===== src/design/moog_ladder_lowpass_macros.svh =====
// Assertion macros for the ladder filter. Each macro samples on the rising
// edge of i_clk and is switched off while i_rst_n is low.
`ifndef MOOG_LADDER_LOWPASS_MACROS_SVH
`define MOOG_LADDER_LOWPASS_MACROS_SVH

`ifndef NO_ASSERTIONS

// The consequent must hold in the same cycle as the antecedent.
`define MLL_ASSERT_SAME(lbl, ante, cons) \
    lbl: assert property (@(posedge i_clk) disable iff (!i_rst_n) (ante) |-> (cons)) \
        else $error("ladder filter assertion failed");

// The consequent must hold in the cycle after the antecedent.
`define MLL_ASSERT_NEXT(lbl, ante, cons) \
    lbl: assert property (@(posedge i_clk) disable iff (!i_rst_n) (ante) |=> (cons)) \
        else $error("ladder filter assertion failed");

`else

`define MLL_ASSERT_SAME(lbl, ante, cons)
`define MLL_ASSERT_NEXT(lbl, ante, cons)

`endif

`endif


===== src/design/mll_pkg.sv =====
package mll_pkg;

    localparam int DATA_WIDTH = 24;
    localparam int FRAC_BITS  = 20;

    // Width of the rounded quotient numerator t = (|num| + 3*2^F) >> (F+1).
    localparam int T_W    = 2 * DATA_WIDTH - FRAC_BITS - 2;
    localparam int GAIN_W = 24;
    localparam int MUL_W  = (DATA_WIDTH > T_W + 1)
                            ? ((DATA_WIDTH > GAIN_W) ? DATA_WIDTH : GAIN_W)
                            : ((T_W + 1 > GAIN_W) ? T_W + 1 : GAIN_W);
    localparam int PROD_W = 2 * MUL_W;
    localparam int ACC_W  = PROD_W + 2;
    localparam int CLIP_W = ((T_W > DATA_WIDTH) ? T_W : DATA_WIDTH) + 2;

    // Reciprocal of three, rounded up, scaled by 2^(T_W+1).
    localparam longint RECIP_L = ((64'sd1 <<< (T_W + 1)) + 64'sd2) / 3;
    localparam logic [T_W-1:0] RECIP3 = T_W'(RECIP_L);

    // Configuration register widths and reset values.
    localparam int P_W = 21;
    localparam int K_W = 22;
    localparam int R_W = 23;
    localparam int CFG_DATA_W = 23;
    localparam int CFG_IDX_W  = 2;
    localparam logic        [P_W-1:0] P_RESET = 21'd83873;
    localparam logic signed [K_W-1:0] K_RESET = -22'sd899306;
    localparam logic        [R_W-1:0] R_RESET = 23'd373467;

    typedef enum logic [CFG_IDX_W-1:0] {
        CFG_POLE_GAIN      = 2'd0,
        CFG_POLE_FEEDBACK  = 2'd1,
        CFG_RESONANCE_GAIN = 2'd2
    } t_cfg_idx;

    // Microprogram length and step counter width.
    localparam int N_STEPS = 26;
    localparam int STEP_W  = $clog2(N_STEPS);

    typedef enum logic [3:0] {
        A_IN, A_X, A_S0, A_S1, A_S2, A_S3, A_D0, A_D1, A_D2, A_D3, A_SQ, A_T
    } t_asel;

    typedef enum logic [2:0] {
        B_P, B_K, B_R, B_ONE, B_M3, B_S3
    } t_bsel;

    typedef enum logic [1:0] {
        ACC_HOLD, ACC_LOAD, ACC_ADD, ACC_SUB
    } t_accop;

    typedef enum logic [3:0] {
        WB_NONE, WB_X, WB_S0, WB_S1, WB_S2, WB_S3, WB_SQ, WB_T, WB_CLIP
    } t_wb;

    typedef enum logic [1:0] {
        J_NEXT, J_WAIT_IN, J_END
    } t_jump;

    typedef struct packed {
        t_asel  a_sel;
        t_bsel  b_sel;
        t_accop acc_op;
        t_wb    wb;
        t_jump  jump;
    } t_ctrl;

    typedef struct packed {
        logic in_valid;
        logic out_free;
    } t_status;

    function automatic t_ctrl mll_word(t_asel a, t_bsel b, t_accop op, t_wb wb, t_jump j);
        t_ctrl w;
        w.a_sel  = a;
        w.b_sel  = b;
        w.acc_op = op;
        w.wb     = wb;
        w.jump   = j;
        return w;
    endfunction

    // The microprogram. The product of step n is registered and taken into
    // the accumulator by step n+1; a write-back reads the accumulator as it
    // stood at the start of its step.
    function automatic t_ctrl mll_ucode(logic [STEP_W-1:0] step);
        t_ctrl w;
        case (int'(step))
            0:  w = mll_word(A_IN, B_ONE, ACC_HOLD, WB_NONE, J_WAIT_IN);
            1:  w = mll_word(A_IN, B_ONE, ACC_HOLD, WB_NONE, J_NEXT);
            2:  w = mll_word(A_S3, B_R,   ACC_LOAD, WB_NONE, J_NEXT);
            3:  w = mll_word(A_D0, B_P,   ACC_SUB,  WB_NONE, J_NEXT);
            4:  w = mll_word(A_S0, B_K,   ACC_LOAD, WB_X,    J_NEXT);
            5:  w = mll_word(A_X,  B_P,   ACC_SUB,  WB_NONE, J_NEXT);
            6:  w = mll_word(A_D1, B_P,   ACC_ADD,  WB_NONE, J_NEXT);
            7:  w = mll_word(A_S1, B_K,   ACC_LOAD, WB_S0,   J_NEXT);
            8:  w = mll_word(A_S0, B_P,   ACC_SUB,  WB_NONE, J_NEXT);
            9:  w = mll_word(A_D2, B_P,   ACC_ADD,  WB_NONE, J_NEXT);
            10: w = mll_word(A_S2, B_K,   ACC_LOAD, WB_S1,   J_NEXT);
            11: w = mll_word(A_S1, B_P,   ACC_SUB,  WB_NONE, J_NEXT);
            12: w = mll_word(A_D3, B_P,   ACC_ADD,  WB_NONE, J_NEXT);
            13: w = mll_word(A_S3, B_K,   ACC_LOAD, WB_S2,   J_NEXT);
            14: w = mll_word(A_S2, B_P,   ACC_SUB,  WB_NONE, J_NEXT);
            15: w = mll_word(A_S2, B_P,   ACC_ADD,  WB_NONE, J_NEXT);
            16: w = mll_word(A_S3, B_S3,  ACC_HOLD, WB_S3,   J_NEXT);
            17: w = mll_word(A_S3, B_S3,  ACC_HOLD, WB_NONE, J_NEXT);
            18: w = mll_word(A_SQ, B_S3,  ACC_LOAD, WB_NONE, J_NEXT);
            19: w = mll_word(A_SQ, B_S3,  ACC_HOLD, WB_SQ,   J_NEXT);
            20: w = mll_word(A_SQ, B_S3,  ACC_HOLD, WB_NONE, J_NEXT);
            21: w = mll_word(A_T,  B_M3,  ACC_LOAD, WB_NONE, J_NEXT);
            22: w = mll_word(A_T,  B_M3,  ACC_HOLD, WB_T,    J_NEXT);
            23: w = mll_word(A_T,  B_M3,  ACC_HOLD, WB_NONE, J_NEXT);
            24: w = mll_word(A_T,  B_M3,  ACC_LOAD, WB_NONE, J_NEXT);
            25: w = mll_word(A_T,  B_M3,  ACC_HOLD, WB_CLIP, J_END);
            default: w = mll_word(A_IN, B_ONE, ACC_HOLD, WB_NONE, J_END);
        endcase
        return w;
    endfunction

endpackage


===== src/design/mll_sequencer.sv =====
module mll_sequencer (
    input  logic            i_clk,
    input  logic            i_rst_n,
    input  mll_pkg::t_status i_status,
    output mll_pkg::t_ctrl  o_ctrl
);

    logic [mll_pkg::STEP_W-1:0] r_step;
    logic [mll_pkg::STEP_W-1:0] n_step;
    mll_pkg::t_ctrl             s_word;
    logic                       s_advance;

    assign s_word = mll_pkg::mll_ucode(r_step);

    always_comb begin
        case (s_word.jump)
            mll_pkg::J_WAIT_IN: s_advance = i_status.in_valid;
            mll_pkg::J_END:     s_advance = i_status.out_free;
            default:            s_advance = 1'b1;
        endcase
    end

    always_comb begin
        n_step = r_step;
        if (s_advance) begin
            if (s_word.jump == mll_pkg::J_END) begin
                n_step = '0;
            end else begin
                n_step = r_step + mll_pkg::STEP_W'(1);
            end
        end
    end

    // A step that is held waiting must not repeat its write-back.
    always_comb begin
        o_ctrl = s_word;
        if (!s_advance) begin
            o_ctrl.wb = mll_pkg::WB_NONE;
        end
    end

    always_ff @(posedge i_clk) begin
        if (!i_rst_n) begin
            r_step <= '0;
        end else begin
            r_step <= n_step;
        end
    end

endmodule


===== src/design/mll_datapath.sv =====
module mll_datapath (
    input  logic                                 i_clk,
    input  logic                                 i_rst_n,
    input  mll_pkg::t_ctrl                       i_ctrl,
    input  logic                                 i_load,
    input  logic signed [mll_pkg::DATA_WIDTH-1:0] i_sample,
    input  logic        [mll_pkg::P_W-1:0]        i_pole_gain,
    input  logic signed [mll_pkg::K_W-1:0]        i_pole_feedback,
    input  logic        [mll_pkg::R_W-1:0]        i_resonance_gain,
    output logic signed [mll_pkg::DATA_WIDTH-1:0] o_clip
);

    localparam int DW = mll_pkg::DATA_WIDTH;
    localparam int MW = mll_pkg::MUL_W;
    localparam int AW = mll_pkg::ACC_W;
    localparam int TW = mll_pkg::T_W;
    localparam int CW = mll_pkg::CLIP_W;
    localparam int FB = mll_pkg::FRAC_BITS;

    localparam logic [MW-1:0] ONE      = MW'(1) << FB;
    localparam logic [AW-1:0] RND_HALF = AW'(1) << (FB - 1);
    localparam logic [AW-1:0] Q_HALF   = AW'(3) << FB;

    logic signed [DW-1:0] r_in, r_x, r_sq;
    logic signed [DW-1:0] r_s0, r_s1, r_s2, r_s3;
    logic signed [DW-1:0] r_d0, r_d1, r_d2, r_d3;
    logic        [TW-1:0] r_t;
    logic                 r_neg;
    logic signed [mll_pkg::PROD_W-1:0] r_prod;
    logic signed [AW-1:0] r_acc;

    logic signed [MW-1:0] s_op_a, s_op_b;
    logic signed [AW-1:0] s_rsum, s_rshift;
    logic signed [DW-1:0] s_rnd;
    logic        [AW-1:0] s_mag, s_tsum;
    logic        [TW-1:0] s_q;
    logic signed [CW-1:0] s_qext, s_diff;

    always_comb begin
        case (i_ctrl.a_sel)
            mll_pkg::A_IN: s_op_a = MW'(r_in);
            mll_pkg::A_X:  s_op_a = MW'(r_x);
            mll_pkg::A_S0: s_op_a = MW'(r_s0);
            mll_pkg::A_S1: s_op_a = MW'(r_s1);
            mll_pkg::A_S2: s_op_a = MW'(r_s2);
            mll_pkg::A_S3: s_op_a = MW'(r_s3);
            mll_pkg::A_D0: s_op_a = MW'(r_d0);
            mll_pkg::A_D1: s_op_a = MW'(r_d1);
            mll_pkg::A_D2: s_op_a = MW'(r_d2);
            mll_pkg::A_D3: s_op_a = MW'(r_d3);
            mll_pkg::A_SQ: s_op_a = MW'(r_sq);
            mll_pkg::A_T:  s_op_a = MW'(r_t);
            default:       s_op_a = '0;
        endcase
    end

    always_comb begin
        case (i_ctrl.b_sel)
            mll_pkg::B_P:   s_op_b = MW'(i_pole_gain);
            mll_pkg::B_K:   s_op_b = MW'(i_pole_feedback);
            mll_pkg::B_R:   s_op_b = MW'(i_resonance_gain);
            mll_pkg::B_ONE: s_op_b = ONE;
            mll_pkg::B_M3:  s_op_b = MW'(mll_pkg::RECIP3);
            mll_pkg::B_S3:  s_op_b = MW'(r_s3);
            default:        s_op_b = '0;
        endcase
    end

    // Round half up to FRAC_BITS, then saturate to the data width.
    always_comb begin
        s_rsum   = r_acc + $signed(RND_HALF);
        s_rshift = s_rsum >>> FB;
        if ((&s_rshift[AW-1:DW-1]) || !(|s_rshift[AW-1:DW-1])) begin
            s_rnd = s_rshift[DW-1:0];
        end else begin
            s_rnd = {s_rshift[AW-1], {(DW-1){~s_rshift[AW-1]}}};
        end
    end

    // Magnitude of the cubic numerator with half the divisor added; the
    // shift takes out 2^(F+1) of the divisor 6*2^F, leaving a divide by three.
    always_comb begin
        s_mag  = r_acc[AW-1] ? AW'(-r_acc) : AW'(r_acc);
        s_tsum = s_mag + Q_HALF;
    end

    // The accumulator holds t times the scaled reciprocal of three here.
    always_comb begin
        s_q    = r_acc[TW+1 +: TW];
        s_qext = CW'($signed({1'b0, s_q}));
        s_diff = CW'(r_s3) - (r_neg ? -s_qext : s_qext);
        if ((&s_diff[CW-1:DW-1]) || !(|s_diff[CW-1:DW-1])) begin
            o_clip = s_diff[DW-1:0];
        end else begin
            o_clip = {s_diff[CW-1], {(DW-1){~s_diff[CW-1]}}};
        end
    end

    always_ff @(posedge i_clk) begin
        if (i_load) begin
            r_in <= i_sample;
        end
        r_prod <= s_op_a * s_op_b;
        case (i_ctrl.acc_op)
            mll_pkg::ACC_LOAD: r_acc <= AW'(r_prod);
            mll_pkg::ACC_ADD:  r_acc <= r_acc + AW'(r_prod);
            mll_pkg::ACC_SUB:  r_acc <= r_acc - AW'(r_prod);
            default:           r_acc <= r_acc;
        endcase
        case (i_ctrl.wb)
            mll_pkg::WB_X:  r_x  <= s_rnd;
            mll_pkg::WB_SQ: r_sq <= s_rnd;
            mll_pkg::WB_T: begin
                r_t   <= s_tsum[FB+1 +: TW];
                r_neg <= r_acc[AW-1];
            end
            default: ;
        endcase
    end

    always_ff @(posedge i_clk) begin
        if (!i_rst_n) begin
            r_s0 <= '0;
            r_s1 <= '0;
            r_s2 <= '0;
            r_s3 <= '0;
            r_d0 <= '0;
            r_d1 <= '0;
            r_d2 <= '0;
            r_d3 <= '0;
        end else begin
            case (i_ctrl.wb)
                mll_pkg::WB_S0: r_s0 <= s_rnd;
                mll_pkg::WB_S1: r_s1 <= s_rnd;
                mll_pkg::WB_S2: r_s2 <= s_rnd;
                mll_pkg::WB_S3: r_s3 <= s_rnd;
                mll_pkg::WB_CLIP: begin
                    r_s3 <= o_clip;
                    r_d0 <= r_x;
                    r_d1 <= r_s0;
                    r_d2 <= r_s1;
                    r_d3 <= r_s2;
                end
                default: ;
            endcase
        end
    end

endmodule


===== src/design/moog_ladder_lowpass.sv =====
// Four-pole resonant ladder lowpass working on signed Q3.20 samples, one
// transaction in and one transaction out per sample. An accepted sample is
// taken in the idle step, 24 further steps run the feedback sum, the four
// one-pole sections and the cubic soft clip, and the result is registered at
// the last step, from which the program returns to the idle step, so the next
// sample can be taken while the result is offered. The schedule is set by the
// single shared multiplier and accumulator, driven step by step from a 26-word
// microprogram held in a constant table. The result waits in an output
// register; if it has not been taken when the next result is ready, the last
// step holds until the output register frees. The gains p, k and resonance are
// written through the configuration channel, which is always ready, and should
// only be written while no sample is in progress. Writes to index 3 are ignored.
`include "moog_ladder_lowpass_macros.svh"

module moog_ladder_lowpass (
    input  logic                                  i_clk,
    input  logic                                  i_rst_n,
    // Sample input channel.
    input  logic                                  i_in_valid,
    output logic                                  o_in_stall,
    input  logic signed [mll_pkg::DATA_WIDTH-1:0] i_sample_in,
    // Sample output channel.
    output logic                                  o_out_valid,
    input  logic                                  i_out_stall,
    output logic signed [mll_pkg::DATA_WIDTH-1:0] o_sample_out,
    // Configuration write channel.
    input  logic                                  i_cfg_valid,
    output logic                                  o_cfg_ready,
    input  logic [mll_pkg::CFG_IDX_W-1:0]         i_cfg_index,
    input  logic [mll_pkg::CFG_DATA_W-1:0]        i_cfg_data
);

    logic        [mll_pkg::P_W-1:0]        r_pole_gain;
    logic signed [mll_pkg::K_W-1:0]        r_pole_feedback;
    logic        [mll_pkg::R_W-1:0]        r_resonance_gain;
    logic                                  r_out_valid;
    logic signed [mll_pkg::DATA_WIDTH-1:0] r_out;

    mll_pkg::t_ctrl                        s_ctrl;
    mll_pkg::t_status                      s_status;
    logic                                  s_in_accept;
    logic signed [mll_pkg::DATA_WIDTH-1:0] s_clip;

    // Samples are only taken while the program sits in its idle step.
    assign o_in_stall  = (s_ctrl.jump != mll_pkg::J_WAIT_IN);
    assign s_in_accept = i_in_valid && !o_in_stall;

    // The output register is free when empty or when its transaction
    // completes in this cycle.
    assign s_status.in_valid = i_in_valid;
    assign s_status.out_free = !r_out_valid || !i_out_stall;

    assign o_cfg_ready  = 1'b1;
    assign o_out_valid  = r_out_valid;
    assign o_sample_out = r_out;

    mll_sequencer u_sequencer (
        .i_clk    (i_clk),
        .i_rst_n  (i_rst_n),
        .i_status (s_status),
        .o_ctrl   (s_ctrl)
    );

    mll_datapath u_datapath (
        .i_clk            (i_clk),
        .i_rst_n          (i_rst_n),
        .i_ctrl           (s_ctrl),
        .i_load           (s_in_accept),
        .i_sample         (i_sample_in),
        .i_pole_gain      (r_pole_gain),
        .i_pole_feedback  (r_pole_feedback),
        .i_resonance_gain (r_resonance_gain),
        .o_clip           (s_clip)
    );

    // Configuration registers. Values are used as written, cut to the width of each register.
    always_ff @(posedge i_clk) begin
        if (!i_rst_n) begin
            r_pole_gain      <= mll_pkg::P_RESET;
            r_pole_feedback  <= mll_pkg::K_RESET;
            r_resonance_gain <= mll_pkg::R_RESET;
        end else if (i_cfg_valid) begin
            case (i_cfg_index)
                mll_pkg::CFG_POLE_GAIN:      r_pole_gain      <= i_cfg_data[mll_pkg::P_W-1:0];
                mll_pkg::CFG_POLE_FEEDBACK:  r_pole_feedback  <= i_cfg_data[mll_pkg::K_W-1:0];
                mll_pkg::CFG_RESONANCE_GAIN: r_resonance_gain <= i_cfg_data[mll_pkg::R_W-1:0];
                default: ;
            endcase
        end
    end

    // Output register: loaded by the clip step, emptied when taken.
    always_ff @(posedge i_clk) begin
        if (!i_rst_n) begin
            r_out_valid <= 1'b0;
        end else if (s_ctrl.wb == mll_pkg::WB_CLIP) begin
            r_out_valid <= 1'b1;
        end else if (!i_out_stall) begin
            r_out_valid <= 1'b0;
        end
    end

    always_ff @(posedge i_clk) begin
        if (s_ctrl.wb == mll_pkg::WB_CLIP) begin
            r_out <= s_clip;
        end
    end

    // A new result only ever comes from the clip step.
    `MLL_ASSERT_SAME(a_out_from_clip, $rose(r_out_valid), $past(s_ctrl.wb == mll_pkg::WB_CLIP))
    // A result still waiting to be taken is never overwritten.
    `MLL_ASSERT_SAME(a_no_overwrite, r_out_valid && i_out_stall, s_ctrl.wb != mll_pkg::WB_CLIP)
    // Accepting a sample always starts the program.
    `MLL_ASSERT_NEXT(a_accept_starts, s_in_accept, s_ctrl.jump != mll_pkg::J_WAIT_IN)

endmodule

===== config.mk =====
export PLATFORM = sky130hd
export DESIGN_NAME = moog_ladder_lowpass
export DESIGN_NICKNAME = d
export VERILOG_FILES = /design/src/design/mll_pkg.sv /design/src/design/mll_sequencer.sv /design/src/design/mll_datapath.sv /design/src/design/moog_ladder_lowpass.sv
export VERILOG_INCLUDE_DIRS = /design/src /design/src/design
export SDC_FILE = /design/constraint.sdc
export NUM_CORES = 2
export LEC_CHECK = 0
export ABC_CLOCK_PERIOD_IN_PS = 8800
export BUFFER_PORTS_ARGS = -buffer_cell sky130_fd_sc_hd__clkbuf_2
export CAP_MARGIN = 20
export CORE_MARGIN = 2
export CORE_UTILIZATION = 40
export DETAILED_ROUTE_END_ITERATION = 8
export GPL_TIMING_DRIVEN = 0
export MAX_ROUTING_LAYER = met4
export PLACE_DENSITY = 0.69
export SYNTH_ARGS = -nofsm -noshare
export SYNTH_HDL_FRONTEND = slang
export SYNTH_SLANG_ARGS = --single-unit

===== constraint.sdc =====
create_clock -name i_clk -period 8.8 [get_ports i_clk]
set_input_delay 0.44 -clock i_clk [delete_from_list [all_inputs] [get_ports i_clk]]
set_output_delay 0.44 -clock i_clk [all_outputs]
set_load 0.02 [all_outputs]

==> flow_summary.ini <==
[clock_network]
path_clk_slew_ns = 0.07
cts_tree = yes
cts_buffer_depth = 3
htreeDepth = 2
cts_buffers = 55
clk_latency_ns = 0.68
cts_root_buffer = clkbuf_16
cts_sinks = 512

[setup_path]
start_kind = register
crit_slowest_cell = o21ai_0
cp-end-kind = register
worstSetupPathType = reg -> reg
critPathMostFrequentCell = fa_1
critPathRequiredTime_ns = 9.25
cpPeakStageDelay_ns = 0.53
worstPathMaxFanout = 11
arrival_ns = 9.21

[sta]
fin_skew_ns = 0.0720
timing.final.hold_violations = 0
worstMarginPinSlew_ns = 1.18
finalSetupViolCount = 0
report.final.slew_viol_count = 0
relSlewSlack = 0.194
layout_min_cycle_time_ns = 8.76
setup_ws_ns = 0.0372
max_clock_freq_mhz = 114
post-route-period-util = 0.996
hold_slack_ns = 0.0176

[drt]
vias = 47900
ant_nets = 0
drtPass1Iterations = 6
drt_iter0_markers = 5604
wl_per_cell_um = 24.9
drc = 0
finalWirelength_um = 209000
viasPerCell = 5.70

[synthesis]
synth-xor-area-share = 0.0472
yosys_register_bits = 512
synth_edf_count = 179
ys.flop_type = dfxtp_1
syn-instance-count = 6290
synthAdderAreaFrac = 0.339
synth.net_count = 7362
synth.cell_area_sq_um = 54500
muxShareOfSynthArea = 0.0153
ys_types = 97
seq_area_frac_synth = 0.221
async_flop_share = 0
synth_top_family_by_area = adder cells
synthSimpleGateAreaFrac = 0.162
synth_warnings = 0
synth_compound_area_frac = 0.124
avgSynthCellArea_sq_um = 8.66

[floorplan]
die_area_sq_um = 139000
die_h_um = 373
initial_core_util = 0.403
die_x_um = 373
fp-row-count = 135
core_area_sq_um = 135000
num_io_pins = 81

[global_routing]
antenna_found_initial = 11
gr-total-overflow = 0
grt_usage = 0.306
grt_first_pass_wirelength_um = 310000
grt_pass1_vias = 47400
grt_max_degree = 57

[placed_design]
place.gp.congestion = 1.05
postPlaceCellArea_sq_um = 57500
hpwl_um = 165000
port_buffers = 79
pre_cts_ws_ns = -2.68

[final_layout]
fillers = 13000
final_util = 0.461
top_regs = u_datapath.r_acc: 56 flops, u_datapath.r_prod: 54 flops, u_datapath.r_t: 26 flops
regMostFlops = u_datapath.r_acc
drive_above_1_share = 0.108
largest_register_ffs = 56
fin_nets = 7646
final_area_sq_um = 62300
syn2layout_area_growth_pct = 14.3

[job]
drv_cap = 0

[worst_hold_path]
hold_path_class = in -> reg

[outcome]
status = complete, no violations
==> through the flow <==
step | TNS [ns] | cells
global route | -0.109 | 8407
CTS | 0 | 8359
floorplan | 0 | 6290
finish | 0 | 8410
global placement | -98.27 | 8150
detailed placement | -71.68 | 8175
==> layout make-up <==
cell class / instances / area [sq um] / area share
Clock inverter: 24 / 243 / 0.00390
Buffer: 304 / 1900 / 0.0304
Timing Repair Buffer: 241 / 1970 / 0.0316
Clock buffer: 80 / 1630 / 0.0262
Tap cell: 1781 / 2230 / 0.0358
Timing Repair inverter: 1 / 7.51 / 0.000120
Antenna cell: 8 / 20.0 / 0.000321
Inverter: 990 / 3750 / 0.0601
Multi-Input combinational cell: 4469 / 38500 / 0.618
Sequential cell: 512 / 12100 / 0.194
==> cells in the final DEF (no fill, tap or decap), types with 29 or more instances in the layout <==
master,synthesis,routed
o31ai_1,50,50
mux2_2,35,35
clkbuf_2,0,107
buf_4,8,127
o21ai_0,171,154
or3_1,32,32
dfxtp_1,333,325
a31oi_1,29,29
nor2_1,352,335
o211ai_1,33,33
ha_1,255,238
mux2i_1,44,44
a22oi_1,78,76
fa_1,763,755
edfxtp_1,179,179
nand2_1,1170,1161
nand4_1,43,43
nand3_1,99,88
clkbuf_16,0,61
inv_1,985,974
nor2b_1,31,31
and2_1,50,50
nor3_1,52,46
a22o_1,38,36
a21o_1,64,62
xnor2_1,166,166
xor2_1,126,126
clkbuf_1,279,161
a21oi_1,380,373
==> cells by family (layout without fill, tap and decap cells) <==
group	after synthesis	count (layout)
compound gates	1064	1064
simple gates	2014	2014
other cells	1	9
mux	79	79
fa+ha+maj	1018	1018
buf+inv	1309	1640
xor+xnor	293	293
flops	512	512
==> final timing paths <==
path | start | to | slack (ns) | cells after the start
setup / recovery | u_sequencer.s_word[13] | u_datapath.r_prod[25] | 0.04 | 31
hold / removal | i_cfg_data[12] | r_resonance_gain[12] | 0.02 | 3
setup reg to reg | u_sequencer.s_word[13] | u_datapath.r_prod[25] | 0.04 | 31
hold reg to reg | u_datapath.r_s0[19] | u_datapath.r_d1[19] | 0.45 | 2
==> synth_stat cells, drive strengths merged, types with 40 or more instances <==
master,number,share of area
nand2,1171,0.081
clkbuf,279,0.019
a21o,64,0.0088
xnor2,167,0.027
and2,51,0.0059
nor2,352,0.024
xor2,126,0.020
ha,255,0.059
a22oi,78,0.011
edfxtp,179,0.099
o31ai,50,0.0069
nor3,55,0.0054
dfxtp,333,0.12
a221oi,40,0.0064
inv,988,0.068
fa,763,0.28
nand4,45,0.0054
o21ai,183,0.017
buf,40,0.0041
a21oi,382,0.035
nand3,99,0.0091
mux2i,44,0.0081
==> metal layers <==
layer | global-route usage | routed length (um) | vias up
met4 | 0.161 | 13300 | 0
met3 | 0.0667 | 23500 | 563
met5 | - | 0 | -
li1 | - | - | 20900
met2 | 0.444 | 90200 | 2738
met1 | 0.400 | 82500 | 23800
==> critical path: cells and delay by family (launching register included) <==
kind / cells / cell delay, ns
AO/OA/AOI/OAI: 7 / 1.61
flip-flops: 1 / 0.41
adder cells (fa/ha/maj): 8 / 3.39
buffers and inverters: 8 / 0.94
AND/OR/NAND/NOR: 7 / 1.73
XOR/XNOR: 1 / 0.44
==> repair_timing <==
action	4_1_cts	5_1_grt
endpoints found under the hold margin	26	0
cloned	0	2
resized for setup	388	221
hold buffers	26	0
buffers inserted	67	42
endpoints found under the setup margin	44	17
pin swaps	39	64
Power is not shown: default switching activity piles up to over one toggle a cycle in this logic, so the estimate is an artifact.
